### src/rtl/mbrc_pkg.sv
// Shared types, constants and the CRC-16 byte fold for the Modbus RTU read request checker.
package mbrc_pkg;

   localparam int MAX_FRAME_DEFAULT = 64;

   localparam int BYTE_W   = 8;
   localparam int CMD_W    = 2;
   localparam int KIND_W   = 2;
   localparam int STATUS_W = 2;
   localparam int PLEN_W   = 6;
   localparam int CRC_W    = 16;

   // req_tdata: slave_id, start_address, register_count, rx_byte (48 bits)
   localparam int REQ_DATA_W = 48;
   // rsp_tdata: data_byte, status, payload_length (16 bits)
   localparam int RSP_DATA_W = 16;

   localparam logic [BYTE_W-1:0] FUNC_READ_HOLDING = 8'h03;
   localparam logic [CRC_W-1:0]  CRC_POLY          = 16'hA001;
   localparam logic [CRC_W-1:0]  CRC_INIT          = 16'hFFFF;

   typedef enum logic [CMD_W-1:0] {
      CMD_REQUEST   = 2'd0,
      CMD_RX_BYTE   = 2'd1,
      CMD_END_FRAME = 2'd2
   } cmd_type;

   typedef enum logic [KIND_W-1:0] {
      KIND_TX      = 2'd0,
      KIND_PAYLOAD = 2'd1,
      KIND_STATUS  = 2'd2
   } kind_type;

   typedef enum logic [STATUS_W-1:0] {
      ST_OK       = 2'd0,
      ST_CRC_ERR  = 2'd1,
      ST_NO_REPLY = 2'd2,
      ST_SHORT    = 2'd3
   } status_type;

   // transmit beat offered by the request serializer
   typedef struct packed {
      logic              busy;
      logic [BYTE_W-1:0] data;
      logic              last;
   } tx_beat_type;

   // reflected CRC-16, one byte, LSB first
   function automatic logic [CRC_W-1:0] crc_fold(input logic [CRC_W-1:0] crc,
                                                 input logic [BYTE_W-1:0] b);
      logic [CRC_W-1:0] c;
      c = crc ^ {8'h00, b};
      for (int k = 0; k < BYTE_W; k++) begin
         if (c[0]) begin
            c = (c >> 1) ^ CRC_POLY;
         end else begin
            c = c >> 1;
         end
      end
      return c;
   endfunction

endpackage

### src/rtl/mbrc_tx_seq.sv
// Request serializer: walks the remaining seven request bytes and builds the CRC as it goes.
module mbrc_tx_seq (
   input  logic                          clock,
   input  logic                          reset,
   input  logic                          start,
   input  logic [mbrc_pkg::BYTE_W-1:0]   slave_id,
   input  logic [15:0]                   start_address,
   input  logic [15:0]                   register_count,
   input  logic                          advance,
   output mbrc_pkg::tx_beat_type         tx
);
   import mbrc_pkg::*;

   logic                  busy_ff, busy_in;
   logic [2:0]            idx_ff, idx_in;
   logic [CRC_W-1:0]      crc_ff, crc_in;
   logic [5*BYTE_W-1:0]   shift_ff, shift_in;

   always_ff @(posedge clock) begin
      if (reset) begin
         busy_ff <= 1'b0;
         idx_ff  <= '0;
      end else begin
         busy_ff <= busy_in;
         idx_ff  <= idx_in;
      end
      crc_ff   <= crc_in;
      shift_ff <= shift_in;
   end

   always_comb begin
      busy_in  = busy_ff;
      idx_in   = idx_ff;
      crc_in   = crc_ff;
      shift_in = shift_ff;
      tx.busy  = busy_ff;
      tx.last  = 1'b0;
      tx.data  = shift_ff[BYTE_W-1:0];
      if (idx_ff == 3'd6) begin
         tx.data = crc_ff[7:0];
      end else if (idx_ff == 3'd7) begin
         tx.data = crc_ff[15:8];
         tx.last = 1'b1;
      end

      if (start) begin
         // slave id goes to the result register on the accept cycle; the rest queues here
         busy_in  = 1'b1;
         idx_in   = 3'd1;
         crc_in   = crc_fold(CRC_INIT, slave_id);
         shift_in = {register_count[7:0], register_count[15:8],
                     start_address[7:0], start_address[15:8], FUNC_READ_HOLDING};
      end else if (busy_ff && advance) begin
         idx_in = idx_ff + 3'd1;
         if (idx_ff < 3'd6) begin
            crc_in   = crc_fold(crc_ff, shift_ff[BYTE_W-1:0]);
            shift_in = shift_ff >> BYTE_W;
         end
         if (idx_ff == 3'd7) begin
            busy_in = 1'b0;
         end
      end
   end

endmodule

### src/rtl/modbus_rtu_read_request_checker_core.sv
// Modbus RTU read-holding-registers client core: request framing and response CRC check.
// Output is registered: a result made by an accepted beat appears on rsp in the cycle after it.
// Throughput: receive and end-of-frame beats at one per cycle while rsp is not stalled; a
//   request sends eight transmit bytes, and no new beat is taken until the last is issued.
// req_tready is low while a request is being serialized or a result is stalled.
// Reset (synchronous) clears the receive CRC to 0xFFFF, count and delay line to zero.
module modbus_rtu_read_request_checker_core #(
   parameter int MaxFrame = mbrc_pkg::MAX_FRAME_DEFAULT
) (
   input  logic                               clock,
   input  logic                               reset,
   input  logic                               req_tvalid,
   output logic                               req_tready,
   // [7:0] slave_id, [23:8] start_address, [39:24] register_count, [47:40] rx_byte
   input  logic [mbrc_pkg::REQ_DATA_W-1:0]    req_tdata,
   // [1:0] cmd
   input  logic [mbrc_pkg::CMD_W-1:0]         req_tuser,
   output logic                               rsp_tvalid,
   input  logic                               rsp_tready,
   // [7:0] data_byte, [9:8] status, [15:10] payload_length
   output logic [mbrc_pkg::RSP_DATA_W-1:0]    rsp_tdata,
   // [1:0] kind
   output logic [mbrc_pkg::KIND_W-1:0]        rsp_tuser,
   output logic                               rsp_tlast
);
   import mbrc_pkg::*;

   localparam int CountW = $clog2(MaxFrame + 1);
   localparam int ExtW   = CountW + PLEN_W;

   logic [BYTE_W-1:0] slave_id, rx_byte;
   logic [15:0]       start_address, register_count;
   cmd_type           cmd;

   assign slave_id       = req_tdata[7:0];
   assign start_address  = req_tdata[23:8];
   assign register_count = req_tdata[39:24];
   assign rx_byte        = req_tdata[47:40];
   assign cmd            = cmd_type'(req_tuser);

   logic              rsp_valid_ff, rsp_valid_in;
   kind_type          rsp_kind_ff, rsp_kind_in;
   logic [BYTE_W-1:0] rsp_data_ff, rsp_data_in;
   logic              rsp_last_ff, rsp_last_in;
   status_type        rsp_status_ff, rsp_status_in;
   logic [PLEN_W-1:0] rsp_plen_ff, rsp_plen_in;

   logic [CRC_W-1:0]  rx_crc_ff, rx_crc_in;
   logic [CountW-1:0] rx_count_ff, rx_count_in;
   logic [BYTE_W-1:0] held_older_ff, held_older_in;
   logic [BYTE_W-1:0] held_newer_ff, held_newer_in;

   logic              out_free, accept, tx_start;
   logic [ExtW-1:0]   count_ext;
   tx_beat_type       tx;

   assign out_free   = !rsp_valid_ff || rsp_tready;
   assign req_tready = out_free && !tx.busy;
   assign accept     = req_tvalid && req_tready;
   assign tx_start   = accept && (cmd == CMD_REQUEST);
   assign count_ext  = ExtW'(rx_count_ff) - ExtW'(2);

   mbrc_tx_seq u_tx_seq (
      .clock          (clock),
      .reset          (reset),
      .start          (tx_start),
      .slave_id       (slave_id),
      .start_address  (start_address),
      .register_count (register_count),
      .advance        (out_free),
      .tx             (tx)
   );

   always_ff @(posedge clock) begin
      if (reset) begin
         rsp_valid_ff  <= 1'b0;
         rx_crc_ff     <= CRC_INIT;
         rx_count_ff   <= '0;
         held_older_ff <= '0;
         held_newer_ff <= '0;
      end else begin
         rsp_valid_ff  <= rsp_valid_in;
         rx_crc_ff     <= rx_crc_in;
         rx_count_ff   <= rx_count_in;
         held_older_ff <= held_older_in;
         held_newer_ff <= held_newer_in;
      end
      rsp_kind_ff   <= rsp_kind_in;
      rsp_data_ff   <= rsp_data_in;
      rsp_last_ff   <= rsp_last_in;
      rsp_status_ff <= rsp_status_in;
      rsp_plen_ff   <= rsp_plen_in;
   end

   always_comb begin
      rsp_valid_in  = rsp_valid_ff;
      rsp_kind_in   = rsp_kind_ff;
      rsp_data_in   = rsp_data_ff;
      rsp_last_in   = rsp_last_ff;
      rsp_status_in = rsp_status_ff;
      rsp_plen_in   = rsp_plen_ff;
      rx_crc_in     = rx_crc_ff;
      rx_count_in   = rx_count_ff;
      held_older_in = held_older_ff;
      held_newer_in = held_newer_ff;

      if (out_free) begin
         rsp_valid_in  = 1'b0;
         rsp_kind_in   = KIND_TX;
         rsp_data_in   = '0;
         rsp_last_in   = 1'b0;
         rsp_status_in = ST_OK;
         rsp_plen_in   = '0;
         if (tx.busy) begin
            rsp_valid_in = 1'b1;
            rsp_data_in  = tx.data;
            rsp_last_in  = tx.last;
         end else if (req_tvalid) begin
            unique case (cmd)
               CMD_REQUEST: begin
                  rsp_valid_in  = 1'b1;
                  rsp_data_in   = slave_id;
                  rx_crc_in     = CRC_INIT;
                  rx_count_in   = '0;
                  held_older_in = '0;
                  held_newer_in = '0;
               end
               CMD_RX_BYTE: begin
                  // saturated frame: extra bytes are dropped
                  if (rx_count_ff != CountW'(MaxFrame)) begin
                     rx_count_in = rx_count_ff + CountW'(1);
                     if (rx_count_ff >= CountW'(2)) begin
                        rsp_valid_in = 1'b1;
                        rsp_kind_in  = KIND_PAYLOAD;
                        rsp_data_in  = held_older_ff;
                        rx_crc_in    = crc_fold(rx_crc_ff, held_older_ff);
                     end
                     held_older_in = held_newer_ff;
                     held_newer_in = rx_byte;
                  end
               end
               CMD_END_FRAME: begin
                  rsp_valid_in = 1'b1;
                  rsp_kind_in  = KIND_STATUS;
                  if (rx_count_ff == '0) begin
                     rsp_status_in = ST_NO_REPLY;
                  end else if (rx_count_ff < CountW'(3)) begin
                     rsp_status_in = ST_SHORT;
                  end else if (rx_crc_ff[7:0] == held_older_ff &&
                               rx_crc_ff[15:8] == held_newer_ff) begin
                     rsp_status_in = ST_OK;
                     rsp_plen_in   = count_ext[PLEN_W-1:0];
                  end else begin
                     rsp_status_in = ST_CRC_ERR;
                  end
                  rx_crc_in     = CRC_INIT;
                  rx_count_in   = '0;
                  held_older_in = '0;
                  held_newer_in = '0;
               end
               default: begin
               end
            endcase
         end
      end
   end

   assign rsp_tvalid = rsp_valid_ff;
   assign rsp_tuser  = rsp_kind_ff;
   assign rsp_tlast  = rsp_last_ff;
   assign rsp_tdata  = {rsp_plen_ff, rsp_status_ff, rsp_data_ff};

   a_busy_blocks_req: assert property (@(posedge clock) disable iff (reset)
      tx.busy |-> !req_tready)
      else $error("request accepted while serializer busy");

   a_count_bound: assert property (@(posedge clock) disable iff (reset)
      rx_count_ff <= CountW'(MaxFrame))
      else $error("receive count beyond frame limit");

   a_req_starts_seq: assert property (@(posedge clock) disable iff (reset)
      tx_start |=> tx.busy && rsp_tvalid && rsp_tuser == KIND_TX)
      else $error("request did not start transmit run");

   a_last_only_tx: assert property (@(posedge clock) disable iff (reset)
      rsp_tvalid && rsp_tlast |-> rsp_tuser == KIND_TX && !tx.busy)
      else $error("tlast outside end of transmit run");

   a_plen_only_ok: assert property (@(posedge clock) disable iff (reset)
      rsp_tvalid && rsp_tdata[15:10] != '0 |->
         rsp_tuser == KIND_STATUS && rsp_tdata[9:8] == ST_OK)
      else $error("payload length on non-ok result");

endmodule
### config.mk
export PLATFORM = sky130hd
export DESIGN_NAME = modbus_rtu_read_request_checker_core
export DESIGN_NICKNAME = d
export VERILOG_FILES = /design/src/rtl/mbrc_pkg.sv /design/src/rtl/mbrc_tx_seq.sv /design/src/rtl/modbus_rtu_read_request_checker_core.sv
export SDC_FILE = /design/constraint.sdc
export NUM_CORES = 1
export LEC_CHECK = 0
export BUFFER_PORTS_ARGS = -buffer_cell sky130_fd_sc_hd__buf_2
export CORE_MARGIN = 8
export CORE_UTILIZATION = 62
export DETAILED_ROUTE_END_ITERATION = 8
export GPL_ROUTABILITY_DRIVEN = 0
export PLACE_DENSITY = 0.85
export RECOVER_POWER = 25
export SETUP_SLACK_MARGIN = 0.4
export SLEW_MARGIN = 20
export SYNTH_ARGS = -nofsm -noshare
export SYNTH_HDL_FRONTEND = slang
export SYNTH_SLANG_ARGS = --single-unit
### constraint.sdc
create_clock -name clock -period 5.6 [get_ports clock]
set_input_delay 0.56 -clock clock [delete_from_list [all_inputs] [get_ports clock]]
set_output_delay 0.56 -clock clock [all_outputs]
set_load 0.02 [all_outputs]
======== Yosys cells after proc, flatten, opt, wreduce, memory -nomap -nowiden ========
Cells that the tools add are included.
word-level totals
  register bits after elaboration ......... 119
  input bits .............................. 54
  output and inout port bits .............. 21
cells by class
  add/subtract/negate cells ............... 3
  magnitude comparators ................... 3
  equality and inequality tests ........... 9
  muxes and demuxes ....................... 132
  bitwise operators ....................... 31
  reduce and logical (&&, ||, !) cells .... 26
operators by type and width
  cell                 number
  $mux 16              99
  $mux 40              3
  $not 2->3            24
  $mux 8               7
  $pmux 8 s2           3
  $pmux 16 s2          1
  $xor 16x8->16        2
  $eq 8x8->1           2
  $not 8->16           1
  $pmux 7 s2           1
  $mux 1               12
  $mux 9               1
  $reduce_bool 2->1    4
  $reduce_or 2->1      4
  $add 7x1->7 const B  1
  $ge 7x2->1 const B   1
  $logic_not 7->1      1
  $lt 7x2->1 const B   1
  $mux 7               1
  $ne 7x7->1 const B   1
  $eq 3x3->1 const B   2
  $reduce_and 2->1     3
  $reduce_and 6->1     1
  $reduce_or 6->1      1
  17 further kinds     27

======== Depth between registers and ports, before layout ========
Gate-level depths: netlist of the first run.
  depth in word-level cells ............... 62
  gate-level depth with buffers ........... 10
  depth with buffers taken out ............ 7

======== Hierarchy ========
A second synthesis of the first run with hierarchy kept.
unflattened totals
  cell total of the unflattened synthesis .. 608
  area total of the unflattened synthesis .. 6079.6 µm²
modules (own cells, without submodules)
  module                                instances  cells an instance  area an instance (µm²)  seq. area each (µm²)
  modbus_rtu_read_request_checker_core  1          325                3119.2                  1371.3
  mbrc_tx_seq                           1          283                2960.3                  1681.6

======== Least setup slack after synthesis of the first run ========
Ideal clock, no wire load.
  path kind ............................... input -> register
  start ................................... input port rsp_tready
  end ..................................... register u_tx_seq.crc_ff[0], enable pin
  arrival ................................. 2581 ps
  data required time ...................... 5017 ps
  setup slack ............................. 2436 ps
  cell stages on the path ................. 6
  buffers on the path ..................... 1
  cells stage by stage .................... nor2b_1 > inv_1 > nand2_1 > a21o_1 > clkbuf_1 > nand2_1
on the way
  word-level cells in the longest chain between the ends .. 6
  elaborated cells on any way between the ends .. 8
  classes of those cells .................. reduce/logical (8)
RTL lines
  element                         RTL line                                    text
  start, declared                 modbus_rtu_read_request_checker_core.sv:19  input logic rsp_tready,
  $logic_or 1x1->1 (*)            modbus_rtu_read_request_checker_core.sv:57  assign out_free = !rsp_valid_ff || rsp_tready;
  $logic_and 1x1->1               modbus_rtu_read_request_checker_core.sv:58  assign req_tready = out_free && !tx.busy;
  $logic_and 1x1->1               modbus_rtu_read_request_checker_core.sv:59  assign accept = req_tvalid && req_tready;
  $logic_and 1x1->1               modbus_rtu_read_request_checker_core.sv:60  assign tx_start = accept && (cmd == CMD_REQUEST);
  $reduce_bool 2->1 (no line)     --
  $reduce_and 2->1 (no line) (*)  --
  end signal, assigned            mbrc_tx_seq.sv:27                           crc_ff <= crc_in;
  end, declared                   mbrc_tx_seq.sv:16                           logic [CRC_W-1:0] crc_ff, crc_in;
Every way passes the cells marked *; elsewhere a longest branch is shown, timed or not.
A chain may end at the register's enable or synchronous reset.

======== Worst setup path in the final report of the first run ========
  start ................................... register rsp_valid_ff, in the netlist rsp_tvalid
  end ..................................... register u_tx_seq.crc_ff[12], data pin
on the way
  word-level cells in the longest chain between the ends .. 6
RTL lines
  element                        RTL line                                    text
  start, declared                modbus_rtu_read_request_checker_core.sv:41  logic rsp_valid_ff, rsp_valid_in;
  start signal, assigned         modbus_rtu_read_request_checker_core.sv:82  rsp_valid_ff <= rsp_valid_in;
  $logic_not 1->1                modbus_rtu_read_request_checker_core.sv:57
  $logic_or 1x1->1               modbus_rtu_read_request_checker_core.sv:57
  $logic_and 1x1->1              modbus_rtu_read_request_checker_core.sv:58
  $logic_and 1x1->1              modbus_rtu_read_request_checker_core.sv:59
  $logic_and 1x1->1              modbus_rtu_read_request_checker_core.sv:60
  $mux 16                        mbrc_tx_seq.sv:46                           if (start) begin
  named net u_tx_seq.crc_in[12]  mbrc_tx_seq.sv:16
The timed path passes the listed nets, and every way through them passes these cells.

==> results_dict.tcl, run 1 <==
set metrics [dict create \
    outcome "finished with violations" \
    violations "max-capacitance violations, max-slew violations" \
    cts_resized 0 \
    rows 35 \
    fin_nets 675 \
    required_ns 5.76 \
    syn_area_per_cell_um2 10.75 \
    die_w_um 113.0 \
    synth_area_um2 5828 \
    synth_nets 612 \
    io_pins 75 \
    rsz0062_at_grt "no" \
    grt_overflow 0 \
    synth_xor_area_share_pct 11.36 \
    cts_hold_buf 0 \
    track_usage_pct 21.92 \
    p_leak_nw 2.614 \
    ctsRootBufferMaster "clkbuf_8" \
    clk_pin_slew_ns 0.06 \
    portBuffers 74 \
    avgViaCountPerCell 6.141 \
    dp_hpwl_um 9136 \
    slew_violations 53 \
    critical_path_class "reg -> reg" \
    post-route-util_pct 73.62 \
    synth_top_family_by_area "compound AO/OA/AOI/OAI gates" \
    fin_crit_ns 3.178 \
    numPlacedInstances 697 \
    grt_max_degree 53 \
    clock_latency_ns 0.52 \
    grt_pass1_wl_um 22230 \
    drive_gt1_share_pct 15.05 \
    ys_types 49 \
    antenna_found_initial 0 \
    die-height_um 113.0 \
    cts_buffers 17 \
    combPwrFrac_pct 18.8 \
    areaGrowthSynthToFinish_pct 16.17 \
    synth_edf_count 67 \
    start_util_pct 63.37 \
    worstHoldPathType "in -> reg" \
    avgRoutedWirePerCell_um 18.88 \
    vdd_drop_max_uv 209.9 \
    final_cells 729 \
    p_seq_share_pct 41.9 \
    worst_setup_path_end_kind "flop" \
    synth_ff_type "edfxtp_1" \
    synth-simple-area-share_pct 14.06 \
    regArea_um2 3053 \
    switching_power_w 0.0007046 \
    async_reset_ff_share_pct 0 \
    worstPathArrival_ns 3.34 \
    internal-power_w 0.001877 \
    ctsLongestPathBuffers 2 \
    setup_viol 0 \
    cts_tree "yes" \
    grt_pass1_vias 4449 \
    h-tree-depth 4 \
    synth_top_area_share_pct 34.52 \
    seq_area_frac_synth_pct 52.38 \
    fillerInstances 619 \
    core-area_um2 9196 \
    ant_nets 0 \
    timing.max_cap.violations 1 \
    yosysWarningCount 0 \
    fmax_ghz 0.3147 \
    cellPowerDensity_nw_per_um2 381.3 \
    multi_input_area_um2 2629 \
    synthAdderAreaFrac_pct 3.435 \
    slew_headroom_pct -43.41 \
    critPathLaunchType "flop" \
    diodes 0 \
    synth_compound_area_share_pct 14.36 \
    ys_ff_latch 119 \
    post-route-drc-count 0 \
    synthMuxAreaShare_pct 1.546 \
    post_cts_buffers 0 \
    synth_cells 542 \
    dr.pass1.iters 5 \
    yosysTopAreaCell "edfxtp_1" \
    setup_tns_ns 0 \
    p_sw_share_pct 27.30 \
    synth.area.top_cells "edfxtp_1 (35%), dfxtp_1 (18%), xnor2_1 (5.9%), a21oi_1 (4.3%), nand2_1 (3.7%)" \
    fin_crit_sh_pct 56.75 \
    clock_sinks 119 \
    skew_ns 0.008891 \
    hold_viol_final 0 \
    die_area_um2 12760 \
    drt-initial-drc-count 435 \
    crit_fanout 52 \
    vias 4477 \
    clkPwrFrac_pct 39.4 \
    routed_wl_um 13770 \
    worst_pin_slew_ns 2.151 \
]
==> path summary, 6_finish.rpt <==
path | start | endpoint | slack [ns] | cells past startpoint
worst max-delay path | rsp_tvalid | u_tx_seq.crc_ff[12] | 2.42 | 5
worst min-delay path | req_tdata[43] | held_newer_ff[3] | 0.29 | 3
worst max register to register | rsp_tvalid | u_tx_seq.crc_ff[12] | 2.42 | 5
worst min register to register | u_tx_seq.shift_ff[8] | u_tx_seq.shift_ff[0] | 0.47 | 2
==> state kept, by name (all words and copies together) (netlist names), 2 cells and up <==
name,flops
held_newer_ff,8
rx_count_ff,7
u_tx_seq.shift_ff,40
held_older_ff,8
rsp_data_ff,8
u_tx_seq.idx_ff,3
rsp_status_ff,2
u_tx_seq.crc_ff,16
rsp_tuser,2
rsp_plen_ff,6
rx_crc_ff,16
==> synth_stat cells (all sizes together), types with 3 or more instances <==
| cell | instances |
|---|---|
| edfxtp | 67 |
| nand2 | 57 |
| dfxtp | 52 |
| a21oi | 50 |
| xnor2 | 39 |
| clkbuf | 26 |
| nand3 | 25 |
| a22o | 24 |
| nor2 | 22 |
| xor2 | 21 |
| nor4 | 18 |
| ha | 16 |
| o21bai | 16 |
| and2 | 9 |
| inv | 9 |
| mux2i | 9 |
| nor3 | 9 |
| o21ai | 9 |
| a22oi | 8 |
| o221ai | 8 |
| buf | 7 |
| nand2b | 6 |
| xnor3 | 5 |
| and3 | 4 |
| nor2b | 3 |
| nor3b | 3 |
==> area by class of cell <==
cell class / count / share of cell area [%]
flip-flops and latches: 119 / 45.09
inverters: 9 / 0.4990
clock inverters: 13 / 1.940
repair buffers: 77 / 5.359
clock buffers: 19 / 6.228
well taps: 111 / 2.051
multi-input cells: 381 / 38.83
==> cell usage in the layout, fill, tap and decap left out, types with 2 or more instances in the layout <==
master,n
inv_1,9
nor3_1,8
clkbuf_16,16
buf_4,2
xnor3_1,5
ha_1,16
o221ai_1,8
xor2_1,21
o21bai_1,16
a21oi_1,49
or3_1,2
clkbuf_1,24
mux2i_1,9
nor2_1,21
nand2b_1,6
nor4_1,18
buf_2,53
edfxtp_1,67
a22o_1,24
a211oi_1,2
and3_1,4
clkinv_2,4
nand3_1,25
dfxtp_1,52
nand2_1,56
and2_1,9
nor3b_1,2
bufinv_16,2
xnor2_1,39
nor2b_1,3
clkinvlp_4,4
o21ai_0,7
a22oi_1,8
==> worst max-delay path: stages (launching register included) <==
cell      delay, ns
dfxtp_1        0.32
nor2b_1        0.19
nor2_1         0.21
and3_1         0.18
clkbuf_1       1.53
o21ai_0        0.39
==> power groups by stage <==
| stage | sequential (W) | clock (W) | combinational, W |
|---|---|---|---|
| floorplan | 0.00109 | 0 | 0.000352 |
| global placement | 0.00109 | 0 | 0.000453 |
| detailed placement | 0.00110 | 0 | 0.000474 |
| CTS | 0.00108 | 0.00102 | 0.000483 |
| global route | 0.00109 | 0.00106 | 0.000526 |
| finish | 0.00108 | 0.00102 | 0.000485 |
==> cells by family (layout without fill, tap and decap cells) <==
| logic type | after synthesis | count (layout) |
|---|---|---|
| AOI/OAI and AO/OA | 124 | 124 |
| and+or+nand+nor | 166 | 166 |
| xor gates and xnor gates | 66 | 66 |
| muxes | 9 | 9 |
| adders and majority gates | 16 | 16 |
| DFF | 119 | 119 |
| buffers and inverters | 42 | 118 |
==> routing by layer <==
layer  share of wire, %  GRT usage [%]  wire length (um)
met3                8.8          5.218              1216
met2                 48          35.55              6675
met1                 40          27.06              5481
met5                  0              0                 0
met4                2.9          10.48               394
==> stage by stage <==
step	setup WS [ns]	hold WS [ns]	area (um^2)	power, W
2_1_floorplan	2.436	0.4333	5828	0.001444
3_3_place_gp	2.435	0.4520	6238	0.001546
3_5_place_dp	2.271	0.4696	6238	0.001571
4_1_cts	2.572	0.2879	6792	0.002580
5_1_grt	2.041	0.2948	6770	0.002676
6_report	2.422	0.2928	6770	0.002581
Power figures use the tool's default switching activity.
==> inputs of run 2 (changes only) <==
--- a/config.mk
+++ b/config.mk
@@ -7,10 +7,10 @@
 export LEC_CHECK = 0
 export BUFFER_PORTS_ARGS = -buffer_cell sky130_fd_sc_hd__buf_2
 export CORE_MARGIN = 8
-export CORE_UTILIZATION = 62
+export CORE_UTILIZATION = 58
 export DETAILED_ROUTE_END_ITERATION = 8
 export GPL_ROUTABILITY_DRIVEN = 0
-export PLACE_DENSITY = 0.85
+export PLACE_DENSITY = 0.8
 export RECOVER_POWER = 25
 export SETUP_SLACK_MARGIN = 0.4
 export SLEW_MARGIN = 20
==> constraint.sdc (replaced) <==
create_clock -name clock -period 3 [get_ports clock]
set_input_delay 0.3 -clock clock [delete_from_list [all_inputs] [get_ports clock]]
set_output_delay 0.3 -clock clock [all_outputs]
set_load 0.02 [all_outputs]
==> results_dict.tcl, run 2 (synthesized netlist as in run 1, its figures left out) <==
set metrics [dict create \
    final_common_cell "edfxtp_1" \
    dr.pass1.iters 5 \
    drt-initial-drc-count 353 \
    post-route-util_pct 69.89 \
    critical_path_class "reg -> reg" \
    hold_ws_ns 0.03070 \
    core-area_um2 9774 \
    internal-power_w 0.003496 \
    rsz0062_at_grt "yes" \
    cts_tree "yes" \
    post-route-drc-count 0 \
    start_util_pct 59.63 \
    regMostFlops "u_tx_seq.shift_ff" \
    rows 36 \
    worstHoldPathType "in -> reg" \
    grt_max_degree 49 \
    hold_viol_final 0 \
    grt_pass1_wl_um 21160 \
    post_cts_buffers 0 \
    fin_crit_sh_pct 83.13 \
    critPathLaunchType "flop" \
    avgRoutedWirePerCell_um 17.60 \
    switching_power_w 0.001268 \
    timing.max_cap.violations 0 \
    portBuffers 74 \
    crit_fanout 3 \
    clock_latency_ns 0.52 \
    clkPwrFrac_pct 38.8 \
    outcome "finished, final reports clean" \
    antenna_found_initial 0 \
    vdd_drop_max_uv 397.0 \
    cellPowerDensity_nw_per_um2 697.3 \
    ant_nets 0 \
    vias 4383 \
    worst_pin_slew_ns 0.9277 \
    ctsRootBufferMaster "clkbuf_8" \
    slew_headroom_pct 38.16 \
    r2r_start "held_older_ff[1]" \
    grt_overflow 0 \
    skew_ns 0.006775 \
    die_area_um2 13510 \
    p_sw_share_pct 26.61 \
    routed_wl_um 13310 \
    clock_sinks 119 \
    drive_gt1_share_pct 15.41 \
    worst_setup_path_end_kind "flop" \
    cts_buffers 17 \
    min_from "req_tdata[47]" \
    track_usage_pct 20.27 \
    diodes 0 \
    required_ns 3.39 \
    dp_hpwl_um 9179 \
    p_leak_nw 2.640 \
    die_w_um 116.2 \
    h-tree-depth 4 \
    largest_reg_flops 40 \
    slew_violations 0 \
    setup_tns_ns 0 \
    avgViaCountPerCell 5.798 \
    die-height_um 116.2 \
    p_seq_share_pct 42.3 \
    worstPathArrival_ns 2.88 \
    combPwrFrac_pct 18.9 \
    fin_nets 680 \
    areaGrowthSynthToFinish_pct 17.22 \
    grt_pass1_vias 4375 \
    largestRegisters "u_tx_seq.shift_ff (40), rx_crc_ff (16), u_tx_seq.crc_ff (16)" \
    fin_crit_ns 2.494 \
    final_cell_mix "edfxtp_1 (67), nand2_1 (56), buf_2 (54)" \
    ctsLongestPathBuffers 2 \
    clk_pin_slew_ns 0.06 \
    fmax_ghz 0.4010 \
    io_pins 75 \
    setup_viol 0 \
    crit_start "held_older_ff[1]" \
    cts_hold_buf 0 \
]
## run 2: final timing paths
kind	endpoint	slack (ns)	cells past startpoint
worst max-delay path	rx_crc_ff[0]	0.51	7
worst min-delay path	held_newer_ff[7]	0.03	3
worst max register to register	rx_crc_ff[0]	0.51	7
worst min register to register	u_tx_seq.shift_ff[0]	0.47	2
## run 2: metal layers
layer	global-route usage (%)	part of all wire, %
met1	24.57	42
met2	32.16	47
met3	6.412	8.7
met4	9.767	2.4
met5	0	0
## run 2: stage by stage
step                cell area [um^2]  cells  total power (W)  setup WS (ns)
floorplan                       5836    542         0.002695         0.6215
global placement                6305    724         0.002873         0.4760
detailed placement              6305    724         0.002909         0.4014
CTS                             6844    756         0.004772         0.4428
global route                    6832    756         0.004953         0.3819
finish                          6832    756         0.004764         0.5061
## run 2: timing repair
item / in CTS / in global routing
resized for setup: 1 / 5
setup endpoints to repair: 1 / 37
pin swaps: 0 / 1
## run 2: area by class of cell
cell class	instances	area [um^2]
multi-input cells	381	2644
inverters	9	33.78
well taps	133	166.4
clock buffers	20	425.4
clock inverters	12	110.1
flip-flops and latches	119	3054
fillers	743	2943
repair buffers	82	397.9
## run 2: power groups by stage
stage | Sequential [W] | Clock (W) | Combinational, W
floorplan | 0.00204 | 0 | 0.000658
global placement | 0.00203 | 0 | 0.000838
detailed placement | 0.00204 | 0 | 0.000866
CTS | 0.00201 | 0.00186 | 0.000902
global route | 0.00203 | 0.00194 | 0.000991
finish | 0.00201 | 0.00185 | 0.000901
## run 2: critical path: stages, from the launching register on
cell,delay [ns]
dfxtp_1,0.36
xnor2_1,0.28
ha_1,0.32
xnor3_1,0.35
xnor3_1,0.29
xnor3_1,0.29
nor4_1,0.37
a211oi_1,0.10
==> inputs of run 3 (changes only) <==
==> constraint.sdc (replaced) <==
create_clock -name clock -period 2.6 [get_ports clock]
set_input_delay 0.26 -clock clock [delete_from_list [all_inputs] [get_ports clock]]
set_output_delay 0.26 -clock clock [all_outputs]
set_load 0.02 [all_outputs]
==> results_dict.tcl, run 3 (synthesized netlist as in run 1, its figures left out) <==
set metrics [dict create \
    grt_pass1_wl_um 21510 \
    worst_pin_slew_ns 0.9840 \
    start_util_pct 59.63 \
    p_leak_nw 2.813 \
    p_seq_share_pct 41.3 \
    ctsLongestPathBuffers 2 \
    die_w_um 116.2 \
    timing.max_cap.violations 0 \
    cellPowerDensity_nw_per_um2 772.7 \
    hold_viol_final 0 \
    ant_nets 0 \
    vias 4620 \
    critical_path_class "reg -> reg" \
    outcome "finished, final reports clean" \
    grt_max_degree 49 \
    skew_ns 0.008287 \
    setup_tns_ns 0 \
    drive_gt1_share_pct 24.57 \
    largestRegisters "u_tx_seq.shift_ff (40), rx_crc_ff (16), u_tx_seq.crc_ff (16)" \
    fin_nets 704 \
    worstPathArrival_ns 2.44 \
    grt_pass1_vias 4431 \
    crit_fanout 48 \
    vdd_drop_max_uv 459.7 \
    clkPwrFrac_pct 39.2 \
    worst_setup_path_end_kind "flop" \
    h-tree-depth 4 \
    io_pins 75 \
    combPwrFrac_pct 19.5 \
    avgRoutedWirePerCell_um 18.96 \
    drt-initial-drc-count 426 \
    setup_viol 0 \
    cp_slowest_stage_delay_ns 0.43 \
    final_cell_mix "edfxtp_1 (67), nand2_1 (56), buf_2 (56)" \
    dr.pass1.iters 5 \
    grt_overflow 0 \
    largest_reg_flops 40 \
    switching_power_w 0.001575 \
    crit_chain "nor2b_1, clkinv_1, nand2_1, a21o_1, nand2_8" \
    diodes 0 \
    clock_latency_ns 0.51 \
    areaGrowthSynthToFinish_pct 24.84 \
    track_usage_pct 20.48 \
    rsz0062_at_grt "no" \
    clk_pin_slew_ns 0.06 \
    antenna_found_initial 0 \
    clock_sinks 119 \
    cts_buffers 17 \
    critPathLaunchType "flop" \
    slew_headroom_pct 34.40 \
    final_common_cell "edfxtp_1" \
    worstHoldPathType "in -> reg" \
    routed_wl_um 14790 \
    cts_tree "yes" \
    post-route-drc-count 0 \
    fin_crit_ns 2.265 \
    avgViaCountPerCell 5.923 \
    fin_crit_sh_pct 87.13 \
    ctsRootBufferMaster "clkbuf_8" \
    rows 36 \
    total_power_w 0.005622 \
    slew_violations 0 \
    placed_cell_area_um2 6366 \
    portBuffers 74 \
    final_cell_area_um2 7276 \
    slowest_stage "nor2b_1" \
    dp_hpwl_um 9307 \
    required_ns 2.77 \
    internal-power_w 0.004047 \
    regMostFlops "u_tx_seq.shift_ff" \
    core-area_um2 9774 \
    fmax_ghz 0.4414 \
    die_area_um2 13510 \
    p_sw_share_pct 28.02 \
    die-height_um 116.2 \
]
[run 3: final timing paths]
check	end	from	slack, ns	cells after the start
setup reg to reg	u_tx_seq.shift_ff[18]	rsp_tvalid	0.33	5
setup / recovery	u_tx_seq.shift_ff[18]	rsp_tvalid	0.33	5
hold reg to reg	u_tx_seq.shift_ff[1]	u_tx_seq.shift_ff[9]	0.46	2
hold / removal	held_newer_ff[1]	req_tdata[41]	0.006	3
[run 3: power groups by stage]
stage / Clock (W) / Combinational (W) / Sequential (W)
global route: 0.00230 / 0.00117 / 0.00233
CTS: 0.00221 / 0.00104 / 0.00231
floorplan: 0 / 0.000762 / 0.00235
global placement: 0 / 0.000977 / 0.00234
finish: 0.00220 / 0.00109 / 0.00232
detailed placement: 0 / 0.00102 / 0.00235
[run 3: worst max-delay path: cells and delay by family (launching register included)]
kind,cells,cell delay [ns]
compound gates,1,0.40
simple gates,3,0.97
buf+inv,1,0.17
flops,1,0.34
[run 3: timing repair]
item	in CTS	in global routing
setup buffers	2	10
pin swaps	4	7
hold buffers	3	0
hold endpoints to repair	3	0
resized for setup	21	33
endpoints found under the setup margin	33	100
gates cloned	0	2
[run 3: metrics by stage]
stage | hold WS (ns) | std cells | util, % | setup slack [ns]
2_1_floorplan | 0.4119 | 542 | - | 0.4029
3_3_place_gp | 0.4388 | 731 | 65.13 | 0.2911
3_5_place_dp | 0.4511 | 731 | 65.13 | 0.1362
4_1_cts | 0.001297 | 768 | 72.40 | 0.4035
5_1_grt | 0.01161 | 780 | 74.44 | 0.1970
6_report | 0.005823 | 780 | 74.44 | 0.3347
[run 3: metal layers]
layer / up-vias / track usage (%) / share of wire (%) / wire [um]
li1: 2164 / - / - / -
met1: 2204 / 25.52 / 42 / 6150
met2: 216 / 33.13 / 49 / 7181
met3: 36 / 4.964 / 7.6 / 1131
met4: 0 / 9.075 / 2.2 / 326
met5: - / 0 / 0 / 0
[run 3: layout make-up]
class                           count  area [um^2]
Sequential cell                   119         3072
Fill cell                         621         2499
Multi-Input combinational cell    382         2843
Clock inverter                     13        122.6
Inverter                            9        38.79
Tap cell                          133        166.4
Clock buffer                       19        441.7
Timing Repair Buffer              105        591.8
